### config.mk
export PLATFORM = sky130hd
export DESIGN_NAME = msb_first_field_bit_packer_top_flat
export DESIGN_NICKNAME = d
export VERILOG_FILES = /design/src/rtl/core/mfbp_pkg.sv /design/src/rtl/core/mfbp_if.sv /design/src/rtl/core/mfbp_front.sv /design/src/rtl/core/mfbp_queue.sv /design/src/rtl/core/mfbp_back.sv /design/src/rtl/core/msb_first_field_bit_packer_top.sv /design/src/flat_wrapper.sv
export SDC_FILE = /design/constraint.sdc
export NUM_CORES = 1
export LEC_CHECK = 0
export BUFFER_PORTS_ARGS = -buffer_cell sky130_fd_sc_hd__buf_4
export CAP_MARGIN = 10
export CORE_AREA = 2 2 177 222
export CTS_BUF_LIST = sky130_fd_sc_hd__clkbuf_16
export DETAILED_ROUTE_END_ITERATION = 7
export DIE_AREA = 0 0 179 224
export HOLD_SLACK_MARGIN = 0.1
export PLACE_DENSITY = 0.73
export SLEW_MARGIN = 20
export SYNTH_ARGS = -nofsm -noshare
export SYNTH_HDL_FRONTEND = slang
export SYNTH_SLANG_ARGS = --single-unit
### constraint.sdc
create_clock -name clk -period 7.1 [get_ports clk]
set_input_delay 0.71 -clock clk [delete_from_list [all_inputs] [get_ports clk]]
set_output_delay 0.71 -clock clk [all_outputs]
set_load 0.03 [all_outputs]
### src/rtl/core/mfbp_pkg.sv
// Package for the MSB-first field bit packer: field widths, register codes,
// reset values and the width helpers for the record queue.
// Depends on nothing; every other file of the block uses it.
package mfbp_pkg;

    localparam int MASK_W        = 8;
    localparam int OFFSET_W      = 32;
    localparam int COLOR_W       = 32;
    localparam int BYTE_W        = 8;
    localparam int CFG_DATA_W    = 6;
    localparam int CFG_INDEX_W   = 1;
    localparam int QUEUE_DEPTH   = 2;

    localparam int DEFAULT_MAX_FIELD_WIDTH = 32;

    localparam logic [CFG_DATA_W-1:0] PTR_WIDTH_RESET   = 6'd24;
    localparam logic [CFG_DATA_W-1:0] COLOR_WIDTH_RESET = 6'd32;

    typedef enum logic [CFG_INDEX_W-1:0] {
        CFG_POINTER_WIDTH = 1'b0,
        CFG_COLOR_WIDTH   = 1'b1
    } cfg_index_t;

    typedef enum logic [0:0] {
        FUNC_PACK  = 1'b0,
        FUNC_FLUSH = 1'b1
    } func_t;

    // Left-aligned record: child mask followed by two clamped fields.
    function automatic int rec_width(int maxw);
        return MASK_W + 2 * maxw;
    endfunction

    function automatic int len_width(int maxw);
        return $clog2(rec_width(maxw) + 1);
    endfunction

    // Queue entry: flush flag, record length, record bits.
    function automatic int entry_width(int maxw);
        return 1 + len_width(maxw) + rec_width(maxw);
    endfunction

endpackage

### src/rtl/core/mfbp_if.sv
// Handshake channels of the bit packer: node records in, bytes out.
// Depends on mfbp_pkg for the field widths.
interface mfbp_node_if;
    import mfbp_pkg::*;

    logic                valid;
    logic                ready;
    logic                func;
    logic [MASK_W-1:0]   child_mask;
    logic [OFFSET_W-1:0] child_offset;
    logic [COLOR_W-1:0]  color;

    modport source (output valid, func, child_mask, child_offset, color, input ready);
    modport sink   (input valid, func, child_mask, child_offset, color, output ready);
endinterface

interface mfbp_byte_if;
    import mfbp_pkg::*;

    logic              valid;
    logic              ready;
    logic [BYTE_W-1:0] out_byte;
    logic              last;

    modport source (output valid, out_byte, last, input ready);
    modport sink   (input valid, out_byte, last, output ready);
endinterface

### src/rtl/core/mfbp_front.sv
// Front end of the bit packer: width registers, item classification and
// construction of the left-aligned record. Depends on mfbp_pkg and mfbp_if.
module mfbp_front #(
    parameter int MAX_FIELD_WIDTH = mfbp_pkg::DEFAULT_MAX_FIELD_WIDTH
) (
    input  logic                                             clk,
    input  logic                                             rst_n,
    mfbp_node_if.sink                                        node,
    input  logic                                             cfg_we,
    input  logic [mfbp_pkg::CFG_INDEX_W-1:0]                 cfg_index,
    input  logic [mfbp_pkg::CFG_DATA_W-1:0]                  cfg_data,
    output logic                                             q_valid,
    output logic [mfbp_pkg::entry_width(MAX_FIELD_WIDTH)-1:0] q_data,
    input  logic                                             q_ready
);
    import mfbp_pkg::*;

    localparam int MAXW  = MAX_FIELD_WIDTH;
    localparam int REC_W = rec_width(MAXW);
    localparam int LEN_W = len_width(MAXW);
    localparam int WID_W = $clog2(MAXW + 1);

    logic [CFG_DATA_W-1:0] ptr_width_reg;
    logic [CFG_DATA_W-1:0] color_width_reg;

    logic [WID_W-1:0] ptr_w;
    logic [WID_W-1:0] col_w;
    logic [MAXW-1:0]  off_m;
    logic [MAXW-1:0]  col_m;
    logic [LEN_W-1:0] sh_off;
    logic [LEN_W-1:0] sh_col;
    logic [LEN_W-1:0] rec_len;
    logic [REC_W-1:0] rec;
    logic             is_flush;

    always_ff @(posedge clk or negedge rst_n)
    begin
        if (!rst_n)
        begin
            ptr_width_reg   <= PTR_WIDTH_RESET;
            color_width_reg <= COLOR_WIDTH_RESET;
        end
        else if (cfg_we)
        begin
            unique case (cfg_index_t'(cfg_index))
                CFG_POINTER_WIDTH: ptr_width_reg   <= cfg_data;
                CFG_COLOR_WIDTH:   color_width_reg <= cfg_data;
            endcase
        end
    end

    always_comb
    begin
        // Widths above the field limit are clamped to it.
        ptr_w = (int'(ptr_width_reg) > MAXW) ? WID_W'(MAXW) : WID_W'(ptr_width_reg);
        col_w = (int'(color_width_reg) > MAXW) ? WID_W'(MAXW) : WID_W'(color_width_reg);

        off_m = MAXW'(node.child_offset) & ~({MAXW{1'b1}} << ptr_w);
        col_m = MAXW'(node.color) & ~({MAXW{1'b1}} << col_w);

        sh_off = LEN_W'(MAXW) - LEN_W'(ptr_w);
        sh_col = LEN_W'(2 * MAXW) - LEN_W'(ptr_w) - LEN_W'(col_w);

        rec = {node.child_mask, {(2 * MAXW){1'b0}}}
            | ({{MASK_W{1'b0}}, off_m, {MAXW{1'b0}}} << sh_off)
            | ({{(MASK_W + MAXW){1'b0}}, col_m} << sh_col);

        rec_len  = LEN_W'(MASK_W) + LEN_W'(ptr_w) + LEN_W'(col_w);
        is_flush = (node.func == FUNC_FLUSH);
    end

    assign q_valid    = node.valid;
    assign q_data     = {is_flush, rec_len, rec};
    assign node.ready = q_ready;

endmodule

### src/rtl/core/mfbp_queue.sv
// Short first-in first-out queue that decouples the front and back ends.
// Depends on mfbp_pkg for the default depth.
module mfbp_queue #(
    parameter int DATA_W = 8,
    parameter int DEPTH  = mfbp_pkg::QUEUE_DEPTH
) (
    input  logic              clk,
    input  logic              rst_n,
    input  logic              wr_valid,
    input  logic [DATA_W-1:0] wr_data,
    output logic              wr_ready,
    output logic              rd_valid,
    output logic [DATA_W-1:0] rd_data,
    input  logic              rd_ready
);
    import mfbp_pkg::*;

    localparam int PTR_W = (DEPTH > 1) ? $clog2(DEPTH) : 1;
    localparam int CNT_W = $clog2(DEPTH + 1);

    logic [DATA_W-1:0] entry_reg [DEPTH];
    logic [PTR_W-1:0]  wr_ptr_reg;
    logic [PTR_W-1:0]  wr_ptr_next;
    logic [PTR_W-1:0]  rd_ptr_reg;
    logic [PTR_W-1:0]  rd_ptr_next;
    logic [CNT_W-1:0]  count_reg;
    logic [CNT_W-1:0]  count_next;
    logic              push;
    logic              pop;

    assign wr_ready = (count_reg != CNT_W'(DEPTH));
    assign rd_valid = (count_reg != '0);
    assign rd_data  = entry_reg[rd_ptr_reg];
    assign push     = wr_valid && wr_ready;
    assign pop      = rd_valid && rd_ready;

    always_comb
    begin
        wr_ptr_next = wr_ptr_reg;
        rd_ptr_next = rd_ptr_reg;
        count_next  = count_reg;
        if (push)
        begin
            wr_ptr_next = (wr_ptr_reg == PTR_W'(DEPTH - 1)) ? '0 : wr_ptr_reg + 1'b1;
        end
        if (pop)
        begin
            rd_ptr_next = (rd_ptr_reg == PTR_W'(DEPTH - 1)) ? '0 : rd_ptr_reg + 1'b1;
        end
        if (push && !pop)
        begin
            count_next = count_reg + 1'b1;
        end
        else if (pop && !push)
        begin
            count_next = count_reg - 1'b1;
        end
    end

    always_ff @(posedge clk or negedge rst_n)
    begin
        if (!rst_n)
        begin
            wr_ptr_reg <= '0;
            rd_ptr_reg <= '0;
            count_reg  <= '0;
        end
        else
        begin
            wr_ptr_reg <= wr_ptr_next;
            rd_ptr_reg <= rd_ptr_next;
            count_reg  <= count_next;
        end
    end

    always_ff @(posedge clk)
    begin
        if (push)
        begin
            entry_reg[wr_ptr_reg] <= wr_data;
        end
    end

endmodule

### src/rtl/core/mfbp_back.sv
// Back end of the bit packer: bit buffer, byte extraction and the output
// register. Depends on mfbp_pkg and mfbp_if.
module mfbp_back #(
    parameter int MAX_FIELD_WIDTH = mfbp_pkg::DEFAULT_MAX_FIELD_WIDTH
) (
    input  logic                                             clk,
    input  logic                                             rst_n,
    input  logic                                             q_valid,
    input  logic [mfbp_pkg::entry_width(MAX_FIELD_WIDTH)-1:0] q_data,
    output logic                                             q_ready,
    mfbp_byte_if.source                                      stream
);
    import mfbp_pkg::*;

    localparam int REC_W = rec_width(MAX_FIELD_WIDTH);
    localparam int LEN_W = len_width(MAX_FIELD_WIDTH);
    localparam int ENT_W = entry_width(MAX_FIELD_WIDTH);
    localparam int BUF_W = REC_W + BYTE_W - 1;
    localparam int CNT_W = $clog2(BUF_W + 1);

    logic [BUF_W-1:0]  buf_reg;
    logic [BUF_W-1:0]  buf_next;
    logic [CNT_W-1:0]  cnt_reg;
    logic [CNT_W-1:0]  cnt_next;
    logic              out_valid_reg;
    logic [BYTE_W-1:0] out_byte_reg;
    logic              out_last_reg;

    logic              e_flush;
    logic [LEN_W-1:0]  e_len;
    logic [REC_W-1:0]  e_rec;
    logic              out_free;
    logic              emit;
    logic [BUF_W-1:0]  res_buf;
    logic [CNT_W-1:0]  res_cnt;
    logic              pop;

    assign e_flush = q_data[ENT_W-1];
    assign e_len   = q_data[REC_W +: LEN_W];
    assign e_rec   = q_data[REC_W-1:0];

    always_comb
    begin
        out_free = !out_valid_reg || stream.ready;
        emit     = (cnt_reg >= CNT_W'(BYTE_W)) && out_free;
        res_buf  = emit ? (buf_reg << BYTE_W) : buf_reg;
        res_cnt  = emit ? (cnt_reg - CNT_W'(BYTE_W)) : cnt_reg;
        // The next record joins once fewer than a byte of bits remain.
        q_ready  = (res_cnt < CNT_W'(BYTE_W));
        pop      = q_valid && q_ready;

        buf_next = res_buf;
        cnt_next = res_cnt;
        if (pop)
        begin
            if (e_flush)
            begin
                // Bits below the fill count are always zero, so padding is free.
                if (res_cnt != '0)
                begin
                    cnt_next = CNT_W'(BYTE_W);
                end
            end
            else
            begin
                buf_next = res_buf | ({e_rec, {(BYTE_W - 1){1'b0}}} >> res_cnt);
                cnt_next = res_cnt + CNT_W'(e_len);
            end
        end
    end

    always_ff @(posedge clk or negedge rst_n)
    begin
        if (!rst_n)
        begin
            buf_reg       <= '0;
            cnt_reg       <= '0;
            out_valid_reg <= 1'b0;
        end
        else
        begin
            buf_reg <= buf_next;
            cnt_reg <= cnt_next;
            if (emit)
            begin
                out_valid_reg <= 1'b1;
            end
            else if (stream.ready)
            begin
                out_valid_reg <= 1'b0;
            end
        end
    end

    always_ff @(posedge clk)
    begin
        if (emit)
        begin
            out_byte_reg <= buf_reg[BUF_W-1 -: BYTE_W];
            out_last_reg <= (res_cnt < CNT_W'(BYTE_W));
        end
    end

    assign stream.valid    = out_valid_reg;
    assign stream.out_byte = out_byte_reg;
    assign stream.last     = out_last_reg;

endmodule

### src/rtl/core/msb_first_field_bit_packer_top.sv
// Top level of the MSB-first field bit packer: front end, record queue and
// back end. Depends on mfbp_pkg, mfbp_if, mfbp_front, mfbp_queue, mfbp_back.
//
// The block packs octree node records into a gap-free byte stream, most
// significant bit first. A pack item writes the 8-bit child mask, then the
// low pointer_width bits of child_offset, then the low color_width bits of
// color; widths above MAX_FIELD_WIDTH are clamped and field bits above bit 31
// read as zero. A flush item pads a partial byte with zeros and emits it, or
// emits nothing when no bits are held. The back end emits one byte per clock
// from its bit buffer while the output is not stalled, so an item occupies it
// until the bytes it completes are out: (held bits + 8 + pointer bits + colour
// bits) / 8 bytes, which is eight for the default widths and nine at most for
// the default field limit, and one byte or none for a flush. The next record
// is merged in the same cycle as the last byte of the one before, so items
// stream without gaps. The front end classifies each transaction and builds
// its left-aligned record combinationally into a two-entry queue, which keeps
// accepting while bytes are still being taken; the first byte of an item then
// passes through the queue, the bit buffer and the output register. The width
// registers are written through cfg_we, cfg_index and cfg_data and take
// effect for items accepted afterwards.
module msb_first_field_bit_packer_top #(
    parameter int MAX_FIELD_WIDTH = mfbp_pkg::DEFAULT_MAX_FIELD_WIDTH
) (
    input  logic                             clk,
    input  logic                             rst_n,
    mfbp_node_if.sink                        node,
    mfbp_byte_if.source                      stream,
    input  logic                             cfg_we,
    input  logic [mfbp_pkg::CFG_INDEX_W-1:0] cfg_index,
    input  logic [mfbp_pkg::CFG_DATA_W-1:0]  cfg_data
);
    import mfbp_pkg::*;

    localparam int ENT_W = entry_width(MAX_FIELD_WIDTH);

    // Front end to queue.
    logic             push_valid;
    logic [ENT_W-1:0] push_data;
    logic             push_ready;

    // Queue to back end.
    logic             pop_valid;
    logic [ENT_W-1:0] pop_data;
    logic             pop_ready;

    mfbp_front #(
        .MAX_FIELD_WIDTH (MAX_FIELD_WIDTH)
    ) u_front (
        .clk       (clk),
        .rst_n     (rst_n),
        .node      (node),
        .cfg_we    (cfg_we),
        .cfg_index (cfg_index),
        .cfg_data  (cfg_data),
        .q_valid   (push_valid),
        .q_data    (push_data),
        .q_ready   (push_ready)
    );

    mfbp_queue #(
        .DATA_W (ENT_W),
        .DEPTH  (QUEUE_DEPTH)
    ) u_queue (
        .clk      (clk),
        .rst_n    (rst_n),
        .wr_valid (push_valid),
        .wr_data  (push_data),
        .wr_ready (push_ready),
        .rd_valid (pop_valid),
        .rd_data  (pop_data),
        .rd_ready (pop_ready)
    );

    mfbp_back #(
        .MAX_FIELD_WIDTH (MAX_FIELD_WIDTH)
    ) u_back (
        .clk     (clk),
        .rst_n   (rst_n),
        .q_valid (pop_valid),
        .q_data  (pop_data),
        .q_ready (pop_ready),
        .stream  (stream)
    );

endmodule

### src/flat_wrapper.sv
// flat-port wrapper written by rule: the top's interface ports become plain ports
module msb_first_field_bit_packer_top_flat import mfbp_pkg::*;
#(
    parameter int MAX_FIELD_WIDTH = mfbp_pkg::DEFAULT_MAX_FIELD_WIDTH
)
  (clk, rst_n, cfg_we, cfg_index, cfg_data, node_valid, node_func, node_child_mask, node_child_offset, node_color, node_ready, stream_valid, stream_out_byte, stream_last, stream_ready);
  mfbp_node_if node_i ();
  mfbp_byte_if stream_i ();
  input  logic clk;
  input  logic rst_n;
  input  logic cfg_we;
  input  logic [mfbp_pkg::CFG_INDEX_W-1:0] cfg_index;
  input  logic [mfbp_pkg::CFG_DATA_W-1:0] cfg_data;
  input wire logic [$bits(node_i.valid)-1:0] node_valid;
  input wire logic [$bits(node_i.func)-1:0] node_func;
  input wire logic [$bits(node_i.child_mask)-1:0] node_child_mask;
  input wire logic [$bits(node_i.child_offset)-1:0] node_child_offset;
  input wire logic [$bits(node_i.color)-1:0] node_color;
  output wire logic [$bits(node_i.ready)-1:0] node_ready;
  output wire logic [$bits(stream_i.valid)-1:0] stream_valid;
  output wire logic [$bits(stream_i.out_byte)-1:0] stream_out_byte;
  output wire logic [$bits(stream_i.last)-1:0] stream_last;
  input wire logic [$bits(stream_i.ready)-1:0] stream_ready;
  assign node_i.valid = node_valid;
  assign node_i.func = node_func;
  assign node_i.child_mask = node_child_mask;
  assign node_i.child_offset = node_child_offset;
  assign node_i.color = node_color;
  assign node_ready = node_i.ready;
  assign stream_valid = stream_i.valid;
  assign stream_out_byte = stream_i.out_byte;
  assign stream_last = stream_i.last;
  assign stream_i.ready = stream_ready;
  msb_first_field_bit_packer_top #(.MAX_FIELD_WIDTH(MAX_FIELD_WIDTH)) u_core (.clk(clk), .rst_n(rst_n), .node(node_i), .stream(stream_i), .cfg_we(cfg_we), .cfg_index(cfg_index), .cfg_data(cfg_data));
endmodule
# == Word-level counts from Yosys, hierarchy flattened ==
# Memory sizes are Yosys's and may differ from the RTL's.
# Cells that the tools add are included.
# totals
regBits,112
ramBits,160
n_memories,1
elab_cells,72
out_inout_bits,11
# classes
muxes,17
eq_ne,1
bitwise_logic,8
magnitude_cmp,4
addsub,11
shift,5
reduce_logical,15
# mem_list
name,depth,width,rd,rd_ports_with_merged_regs,wr,line,rtl
u_core.u_queue.entry_reg,2,80,1,0,1,mfbp_queue.sv:21,logic [DATA_W-1:0] entry_reg [DEPTH];
# op_table
cell,count
$mux W79,3
$or A72 B72 Y72,2
$or A79 B79 Y79,1
$shr A79 B7 Y79,1
$shl A32 B7 Y72,1
$shl A64 B7 Y72,1
$and A32 B32 Y32,2
$not A32 Y32,2
$shl A32 B6 Y32 const A,2
$mux W7,4
$gt A6 B6 Y1 const B,2
$mux W6,2
$add A4 B6 Y7 const A,1
$add A7 B6 Y7,1
$add A7 B7 Y7,1
$ge A7 B4 Y1 const B,1
$lt A7 B4 Y1 const B,1
$reduce_bool A7 Y1,1
$sub A6 B6 Y7 const A,1
$sub A7 B4 Y7 const B,1
$sub A7 B6 Y7,1
$sub A7 B6 Y7 const A,1
$mux W1,6
$reduce_bool A2 Y1,3
other kinds (10),19

# == Longest topological paths before layout ==
# Gate-level depths: netlist of run 1.
# depth
word_depth,9
ltp_mapped,17

# == By module ==
# A second synthesis of run 1 with hierarchy kept.
# hier_totals
cells_unflattened,2350
hier_area_um2,23208.5
# modules_own_cells
module,instances,area_per_inst_um2,cells_per_inst
mfbp_back,1,8678.3,861
mfbp_front,1,8162.8,1222
mfbp_queue,1,6367.4,267

# == Worst setup path after synthesis of run 1 ==
# No wires, ideal clock.
# synth_path
path_kind,register to register
start,register u_core.u_queue.count_reg[0]
end,"memory u_core.u_queue.entry_reg[0][0] (netlist name), enable pin"
setup_ns,0.519
arrival_ns,4.234
required_time_ns,6.581
path_slack_ns,2.347
stages_incl_launch_ff,4
cell_sequence,dfrtp_1 nand2b_1 nand2_1 nor2_1
# synth_via
elab_chain_len,4
# synth_lines
item,line,rtl
start: declaration,mfbp_queue.sv:26,logic [CNT_W-1:0] count_reg;
start signal: assignment,mfbp_queue.sv:72,count_reg <= count_next;
$ne A2 B2 Y1,mfbp_queue.sv:31,assign wr_ready = (count_reg != CNT_W'(DEPTH));
named net node_ready,flat_wrapper.sv:19,output wire logic [$bits(node_i.ready)-1:0] node_ready;
$logic_and A1 B1 Y1,mfbp_queue.sv:34,assign push = wr_valid && wr_ready;
$mux W1,mfbp_queue.sv:78,if (push)
$mux W1 (implied by the code),mfbp_queue.sv:80,entry_reg[wr_ptr_reg] <= wr_data;
end: declaration,mfbp_queue.sv:21,
# The timed path passes the listed nets, and every way through them passes these cells.

# == Final worst setup path of run 1 ==
# layout_path
start,register u_core.u_front.ptr_width_reg[0]
end,"memory u_core.u_queue.entry_reg[0][55] (netlist name), data pin"
# layout_via
elab_chain_len,8
# layout_lines
item,line,rtl
start: declaration,mfbp_front.sv:23,logic [CFG_DATA_W-1:0] ptr_width_reg;
start signal: assignment,mfbp_front.sv:46,CFG_POINTER_WIDTH: ptr_width_reg <= cfg_data;
$gt A6 B6 Y1,mfbp_front.sv:55,ptr_w = (int'(ptr_width_reg) > MAXW) ? WID_W'(MAXW) : WID_W'(ptr_width_reg);
$mux W6 *,mfbp_front.sv:55,
"parallel branches: the longest is 5 deep, another holds $sub A7 B6 Y7",--,
$or A72 B72 Y72 *,mfbp_front.sv:66,"| ({{(MASK_W + MAXW){1'b0}}, col_m} << sh_col);"
named net u_core.push_data[55],msb_first_field_bit_packer_top.sv:38,logic [ENT_W-1:0] push_data;
# Mark *: on every way through the listed nets, which the timed path passes.

==> metrics.yaml, run 1 <==
cts:
  post-cts-setup-buffers: 0
  cts_tree: "yes"
  worstSkewPairLatency_ns: 0.56
  cts_root_buf: "clkbuf_16"
  cts_buffer_depth: 3
  cts_resized: 0
  cts_sinks: 272
  hold_buffers: 0
  cts_max_level: 1
  cts_buffers: 28
  clkTransAtPathRegs_ns: 0.06
global_routing:
  grt_pass1_wl_um: 107000
  grt_max_degree: 81
  grt-ovfl-total: 0
  track_usage: 0.351
  antenna_found_initial: 0
  grt_pass1_vias: 17700
detailed_routing:
  drt-pass1-iter-count: 6
  drc: 0
  viasPerCell: 6.87
  avgRoutedWirePerCell_um: 26.6
  first_iter_violations: 1879
  antenna_left: 0
  routed_wl_um: 70800
  num_vias: 18300
critical_path:
  critPathMaxStageDelay_ns: 0.92
  reg2regPathDepth: 12
  timing.rr.end: "u_core.u_queue.entry_reg[0][55]$_DFFE_PP_"
  start_kind: "register"
  ff2ff_setup_slack_ns: 1.03
  critPathArrivalTime_ns: 6.36
  end_kind: "register"
  critPathRequiredTime_ns: 7.39
  crit_slowest_cell: "clkinv_1"
  crit_chain: "nor2b_2 -> buf_4 -> inv_2 -> ha_2 -> ha_1 -> buf_4 -> clkinv_1 -> a211oi_1 -> nor3_1 -> o311ai_0 -> nand3_1 -> a22o_1"
  critPathMostFrequentCell: "buf_4"
  critical_path_class: "register to register"
  path_max_fanout: 43
  timing.rr.start: "u_core.u_front.ptr_width_reg[0]$_DFFE_PN0P_"
die:
  rows: 80
  dieWidth_um: 179
  dieHeight_um: 224
  dieArea_um2: 40100
  ios: 96
  coreArea_um2: 37900
  initial_core_util: 0.544
power_and_ir_drop:
  peakVddDrop_v: 0.000240
  power-per-cell-area_nw_per_um2: 551
  total_power_uw: 12300
  p_leak_uw: 0.00830
timing:
  worst_pin_slew_ns: 1.07
  finalWorstSetupSlack_ns: 1.03
  fmax_mhz: 165
  finalSetupViolCount: 0
  clock_skew_ns: 0.0363
  fin_crit_sh: 0.854
  rsz0062_at_grt: "no"
  max_slew_margin: 0.275
  min_period_ns: 6.07
  setup_tns_ns: 0
  maxSlewViolCount: 0
  hold_viol_final: 0
cells_and_area:
  area_delta_synth_final_pct: 8.16
  insertedDiodeCount: 0
  drive_above_1_share: 0.179
  multiInputGateArea_um2: 12000
  final_net_count: 2268
  fill_cells: 3241
  largest_reg_flops: 160
  seqCellArea_um2: 7670
logic_synthesis:
  syn_inst: 2177
  yosysWarnings: 0
  avgSynthCellArea_um2: 9.48
  ys_seq_elements: 272
  synth_cell_types: 107
  synthesis.area_um2: 20600
  ys_seq_area_frac: 0.371
  ys.flop_type: "edfxtp_1"
  synth-edff-count: 169
  syn_nets: 2296
  async_reset_ff_frac: 0.379
status:
  outcome: "complete, no violations"
place:
  dp_slack_ns: 1.53
  place_congestion: 1.00
  port_buffers: 95
  dp_hpwl_um: 53800
min_path:
  hold_class: "input pin to asynchronous set/reset pin"
flow_run:
  drv_cap: 0
layer usage:
metal  track usage  vias up  share of wire
li1              -     8266              -
met1         0.454     8998           0.39
met4         0.166        0          0.056
met2         0.589      850           0.49
met5             0        -              0
met3        0.0355      162          0.062
power breakdown:
group | total, uW | internal (uW) | switching, uW
combinational | 7880 | 2770 | 5100
sequential | 3050 | 2560 | 491
clock | 1380 | 775 | 603
how the worst max path moves through the flow:
stage,from,end,slack (ns),depth (start not counted)
finish,u_core.u_front.ptr_width_reg[0]$_DFFE_PN0P_,u_core.u_queue.entry_reg[0][55]$_DFFE_PP_,1.03,12
global route,u_core.u_front.ptr_width_reg[0]$_DFFE_PN0P_,u_core.u_queue.entry_reg[1][55]$_DFFE_PP_,0.54,12
CTS,u_core.u_front.ptr_width_reg[0]$_DFFE_PN0P_,u_core.u_queue.entry_reg[1][64]$_DFFE_PP_,1.51,11
detailed placement,u_core.u_front.ptr_width_reg[0]$_DFFE_PN0P_,u_core.u_queue.entry_reg[0][64]$_DFFE_PP_,1.53,11
global placement,u_core.u_front.ptr_width_reg[0]$_DFFE_PN0P_,u_core.u_queue.entry_reg[0][57]$_DFFE_PP_,1.53,14
floorplan,u_core.u_queue.count_reg[0]$_DFFE_PN0P_,u_core.u_queue.entry_reg[0][0]$_DFFE_PP_,2.35,3
final cells by class:
class,count,share of cell area
clock buffers,29,0.0325
clock inverters,22,0.00605
inverters,44,0.00740
multi-input cells,1673,0.539
flip-flops and latches,272,0.343
well taps,492,0.0276
repair buffers,130,0.0437
critical path, delay by kind of cell (launching register included):
family                     cells  cell delay [ns]
AOI/OAI and AO/OA              3             1.77
adders and majority gates      2             0.52
buffers and inverters          4             1.85
DFF                            1             0.83
and+or+nand+nor                3             0.79
placed cells by master, fill, tap and decap left out, drive strengths merged, types with 10 or more instances in the layout:
cell type and instances:
a2111oi 11, a211oi 31, a21o 13, a21oi 108, a22oi 19, a2bb2oi 11
a31oi 24, a32oi 10, and2 14, and3 11, buf 130, clkbuf 29
clkinv 18, dfrtp 100, edfxtp 169, ha 31, inv 45, mux2 81
mux2i 117, mux4 73, nand2 196, nand2b 15, nand3 39, nor2 307
nor2b 15, nor3 40, o211ai 23, o21a 11, o21ai 119, o221ai 24
o22ai 88, o2bb2ai 11, o31ai 13, or2 10, or3 14, xnor2 15
cells by family (layout without fill, tap and decap cells):
family	Yosys count	in the layout	share of synthesized area
DFF	272	272	0.371
muxes	271	271	0.181
adders and majority gates	35	35	0.0222
and+or+nand+nor	705	705	0.152
AOI/OAI and AO/OA	640	640	0.216
buffers and inverters	232	225	0.0487
xor gates and xnor gates	22	22	0.00933
through the flow:
step / util / hold WS (ns) / instances / instance area [um^2]
detailed placement: 0.566 / 0.438 / 2611 / 21500
finish: 0.589 / 0.128 / 2662 / 22300
global placement: 0.566 / 0.430 / 2611 / 21500
floorplan: - / 0.414 / 2177 / 20600
global route: 0.589 / 0.142 / 2662 / 22300
CTS: 0.589 / 0.122 / 2662 / 22300
synthesized netlist by cell type (22+ instances only):
cell	instances	area share
buf_2	47	0.011
o21ai_0	110	0.027
edfxtp_1	169	0.25
o221ai_1	23	0.0098
dfrtp_1	100	0.12
mux2_2	81	0.044
inv_1	35	0.0064
a211oi_1	31	0.011
nor3_1	37	0.0090
clkbuf_1	105	0.019
a31oi_1	24	0.0073
mux2i_1	117	0.057
ha_1	31	0.019
nand3_1	38	0.0092
o211ai_1	23	0.0084
a21oi_1	108	0.026
o22ai_1	88	0.027
buf_1	22	0.0040
nor2_1	306	0.056
mux4_2	72	0.079
nand2_1	196	0.036
Note: power is estimated with default switching activity, not from simulation.
==> run 2, diff against run 1 <==
==> constraint.sdc (replaced) <==
create_clock -name clk -period 6.46 [get_ports clk]
set_input_delay 0.646 -clock clk [delete_from_list [all_inputs] [get_ports clk]]
set_output_delay 0.646 -clock clk [all_outputs]
set_load 0.03 [all_outputs]
==> metrics.yaml, run 2 (synthesized netlist as in run 1, its figures left out) <==
status:
  outcome: "complete, no violations"
detailed_routing:
  viasPerCell: 6.89
  routed_wl_um: 71300
  first_iter_violations: 2083
  drt-pass1-iter-count: 7
  drc: 0
  num_vias: 18400
  antenna_left: 0
  avgRoutedWirePerCell_um: 26.7
place:
  place_congestion: 0.999
  port_buffers: 95
  dp_hpwl_um: 54000
timing:
  maxSlewViolCount: 0
  max_slew_margin: 0.183
  fin_crit_sh: 0.807
  setup_tns_ns: 0
  worst_pin_slew_ns: 1.22
  fmax_mhz: 192
  hold_viol_final: 0
  finalSetupViolCount: 0
  min_period_ns: 5.21
  rsz0062_at_grt: "no"
  clock_skew_ns: 0.0132
critical_path:
  start_kind: "register"
  critical_path_class: "register to register"
  critPathRequiredTime_ns: 6.81
  critPathArrivalTime_ns: 5.56
  path_max_fanout: 42
  end_kind: "register"
die:
  dieWidth_um: 179
  dieArea_um2: 40100
  initial_core_util: 0.544
  rows: 80
  dieHeight_um: 224
  coreArea_um2: 37900
  ios: 96
cts:
  cts_sinks: 272
  hold_buffers: 1
  cts_buffer_depth: 3
  cts_buffers: 28
  cts_max_level: 1
  clkTransAtPathRegs_ns: 0.06
  cts_root_buf: "clkbuf_16"
  worstSkewPairLatency_ns: 0.56
  post-cts-setup-buffers: 0
  cts_resized: 0
  cts_tree: "yes"
global_routing:
  track_usage: 0.355
  grt-ovfl-total: 0
  grt_max_degree: 81
  antenna_found_initial: 0
  grt_pass1_vias: 17800
  grt_pass1_wl_um: 108000
cells_and_area:
  area_delta_synth_final_pct: 8.87
  fill_cells: 3355
  seqCellArea_um2: 7670
  layout_commonest_cell: "nor2_1"
  insertedDiodeCount: 0
  multiInputGateArea_um2: 12000
  utilization: 0.593
  final_net_count: 2279
  drive_above_1_share: 0.182
  final_cell_mix: "nor2_1, nand2_1, edfxtp_1"
  largest_reg_flops: 160
flow_run:
  drv_cap: 0
power_and_ir_drop:
  p_sw_uw: 6860
  peakVddDrop_v: 0.000325
  combPwrFrac: 0.643
  p_int_uw: 6810
  clock_power_share: 0.117
  p_seq_frac: 0.241
  p_leak_uw: 0.00838
  power-per-cell-area_nw_per_um2: 608
  swShare: 0.502
min_path:
  hold_class: "input pin to register"
[run 2: layout make-up]
cell class | count | share of cell area
Multi-Input combinational cell | 1673 | 0.536
Inverter | 44 | 0.00735
Tap cell | 492 | 0.0274
Clock inverter | 19 | 0.00674
Sequential cell | 272 | 0.341
Timing Repair Buffer | 141 | 0.0481
Clock buffer | 30 | 0.0334
[run 2: path summary, 6_finish.rpt]
| check | end | start | depth (start not counted) | slack [ns] |
|---|---|---|---|---|
| hold reg to reg | u_core.u_back.stream.out_byte[5]$_DFFE_PP_ | u_core.u_back.buf_reg[76]$_DFF_PN0_ | 0 | 0.45 |
| max in group asynchronous | u_core.u_back.buf_reg[72]$_DFF_PN0_ | rst_n | 3 | 4.55 |
| setup reg to reg | u_core.u_queue.entry_reg[1][33]$_DFFE_PP_ | u_core.u_front.color_width_reg[5]$_DFFE_PN1P_ | 11 | 1.25 |
| min in group asynchronous | u_core.u_back.buf_reg[1]$_DFF_PN0_ | rst_n | 2 | 0.56 |
| hold / removal | u_core.u_queue.entry_reg[1][79]$_DFFE_PP_ | node_func | 1 | 0.27 |
| setup / recovery | u_core.u_queue.entry_reg[1][33]$_DFFE_PP_ | u_core.u_front.color_width_reg[5]$_DFFE_PN1P_ | 11 | 1.25 |
[run 2: routing by layer]
layer  GRT usage  wire length, um  up-vias
li1            -                -     8280
met1       0.457            28100     9103
met2       0.592            34600      858
met3      0.0436             4620      168
met4       0.166             3900        0
met5           0                0        -
[run 2: worst max-delay path, stage by stage, from the launching register on]
cell	delay [ns]
dfstp_2	1.03
nor2b_1	0.12
ha_1	0.33
inv_1	0.04
ha_1	0.21
fa_1	0.47
buf_4	0.26
inv_2	0.43
nand2_1	0.33
nor3_1	1.04
nand2_1	0.34
o221ai_1	0.38
[run 2: through the flow]
stage,hold WS [ns],worst slack (ns),instances,cell area [um^2],total power (uW)
after global placement,0.431,1.50,2620,21500,11700
after floorplan,0.350,1.71,2177,20600,9090
after global routing,0.255,1.05,2671,22500,14400
final,0.273,1.25,2671,22500,13700
after detailed placement,0.436,1.47,2620,21500,11800
after CTS,0.250,1.45,2670,22500,13400
[run 2: power groups by stage]
stage | registers, uW | clock network [uW] | logic [uW]
6_report | 3290 | 1600 | 8780
5_1_grt | 3370 | 1690 | 9330
3_3_place_gp | 3270 | 0 | 8430
3_5_place_dp | 3310 | 0 | 8470
4_1_cts | 3290 | 1620 | 8530
2_1_floorplan | 3090 | 0 | 6000
==> run 3, diff against run 2 <==
==> constraint.sdc (replaced) <==
create_clock -name clk -period 4.9 [get_ports clk]
set_input_delay 0.49 -clock clk [delete_from_list [all_inputs] [get_ports clk]]
set_output_delay 0.49 -clock clk [all_outputs]
set_load 0.03 [all_outputs]
==> metrics.yaml, run 3 (synthesized netlist as in run 1, its figures left out) <==
die:
  dieHeight_um: 224
  initial_core_util: 0.544
  dieArea_um2: 40100
  rows: 80
  dieWidth_um: 179
  coreArea_um2: 37900
  ios: 96
critical_path:
  critPathRequiredTime_ns: 5.13
  end_kind: "register"
  path_max_fanout: 41
  timing.rr.end: "u_core.u_queue.entry_reg[1][56]$_DFFE_PP_"
  ff2ff_setup_slack_ns: 0.54
  crit_path_end: "u_core.u_queue.entry_reg[1][56]$_DFFE_PP_"
  critPathArrivalTime_ns: 4.59
  startpoint: "u_core.u_front.ptr_width_reg[5]$_DFFE_PN0P_"
  timing.rr.start: "u_core.u_front.ptr_width_reg[5]$_DFFE_PN0P_"
  critical_path_class: "register to register"
  reg2regPathDepth: 13
  start_kind: "register"
detailed_routing:
  routed_wl_um: 72200
  avgRoutedWirePerCell_um: 26.8
  first_iter_violations: 2236
  num_vias: 18700
  drc: 0
  drt-pass1-iter-count: 6
  antenna_left: 0
  viasPerCell: 6.93
flow_run:
  drv_cap: 0
timing:
  fin_crit_sh: 0.890
  rsz0062_at_grt: "no"
  finalSetupViolCount: 0
  setup_tns_ns: 0
  fmax_mhz: 229
  hold_viol_final: 0
  clock_skew_ns: 0.0150
  min_period_ns: 4.36
  max_slew_margin: 0.337
  maxSlewViolCount: 0
  worst_pin_slew_ns: 0.967
global_routing:
  grt-ovfl-total: 0
  antenna_found_initial: 0
  grt_pass1_vias: 18000
  track_usage: 0.358
  grt_max_degree: 81
  grt_pass1_wl_um: 109000
cells_and_area:
  final_net_count: 2309
  drive_above_1_share: 0.191
  largest_reg_flops: 160
  insertedDiodeCount: 0
  layout_commonest_cell: "nor2_1"
  area_delta_synth_final_pct: 9.71
  design_area_um2: 22700
  fill_cells: 3195
  final_cell_mix: "nor2_1, nand2_1, buf_4, edfxtp_1, mux2i_1"
cts:
  cts_sinks: 272
  cts_buffer_depth: 3
  worstSkewPairLatency_ns: 0.56
  cts_buffers: 27
  cts_tree: "yes"
  cts_root_buf: "clkbuf_16"
  post-cts-setup-buffers: 0
  clkTransAtPathRegs_ns: 0.06
  cts_max_level: 1
power_and_ir_drop:
  peakVddDrop_v: 0.000447
  power-per-cell-area_nw_per_um2: 806
  p_leak_uw: 0.00848
place:
  port_buffers: 95
  place_congestion: 1.06
  dp_hpwl_um: 54700
  placed_area_um2: 21800
status:
  outcome: "complete, no violations"
min_path:
  hold_class: "input pin to register"
## run 3: cell types whose count changed in the layout (fill, tap and decap cells not counted), moves of 2 or more
cell,before,now
buf_4,139,169
clkbuf_16,30,27
clkinv_2,7,2
clkinvlp_2,0,2
## run 3: how the worst min path moves through the flow
stage                                                  end                                start  slack (ns)  depth (start not counted)
2_1_floorplan           u_core.u_back.buf_reg[0]$_DFF_PN0_                                rst_n        0.19                          0
3_3_place_gp    u_core.u_back.stream.out_byte[6]$_DFFE_PP_  u_core.u_back.buf_reg[77]$_DFF_PN0_        0.43                          0
3_5_place_dp    u_core.u_back.stream.out_byte[5]$_DFFE_PP_  u_core.u_back.buf_reg[76]$_DFF_PN0_        0.43                          0
4_1_cts        u_core.u_front.ptr_width_reg[2]$_DFFE_PN0P_                          cfg_data[2]        0.16                          2
5_1_grt        u_core.u_front.ptr_width_reg[2]$_DFFE_PN0P_                          cfg_data[2]        0.18                          2
6_report       u_core.u_front.ptr_width_reg[5]$_DFFE_PN0P_                          cfg_data[5]        0.18                          3
## run 3: per-stage QoR
stage,util,cells,worst slack [ns],total power (uW),hold slack [ns]
after floorplan,-,2177,0.147,12000,0.194
after global placement,0.574,2651,0.619,15800,0.432
after detailed placement,0.574,2651,0.649,15900,0.431
after CTS,0.597,2697,0.637,18000,0.162
after global routing,0.597,2697,0.364,19200,0.180
final,0.597,2697,0.539,18300,0.179
## run 3: timing repair
| action | in CTS | in global routing |
|---|---|---|
| hold buffers | 2 | 0 |
| gates resized for setup | 0 | 0 |
| endpoints found under the hold margin | 60 | 0 |
## run 3: critical path, stage by stage, from the launching register on
cell     delay (ns)
dfrtp_1        0.40
buf_4          0.27
nor2b_1        0.25
inv_1          0.07
ha_1           0.36
fa_1           0.51
xnor2_2        0.21
buf_4          0.30
nor2_1         0.10
a22oi_1        0.20
nand3_1        0.14
mux2i_1        0.67
a221o_1        0.35
o21ai_0        0.23
## run 3: layout make-up
class                   instances  area [um^2]  share of cell area
repair buffers                172         1310              0.0578
clock buffers                  27          676              0.0298
inverters                      44          165             0.00729
flip-flops and latches        272         7670               0.339
multi-input cells            1673        12000               0.532
clock inverters                17          173             0.00762
well taps                     492          616              0.0272
## run 3: power by group
part	leakage, uW	internal, uW	switching (uW)	total, uW
registers	0.00273	3700	563	4270
clock network	0.000417	1160	872	2030
logic	0.00533	4260	7710	12000
## run 3: metal layers
layer,vias up,wire length [um],track usage
met1,9163,28400,0.462
li1,8359,-,-
met5,-,0,0
met3,206,4800,0.0438
met4,0,4430,0.188
met2,967,34600,0.586
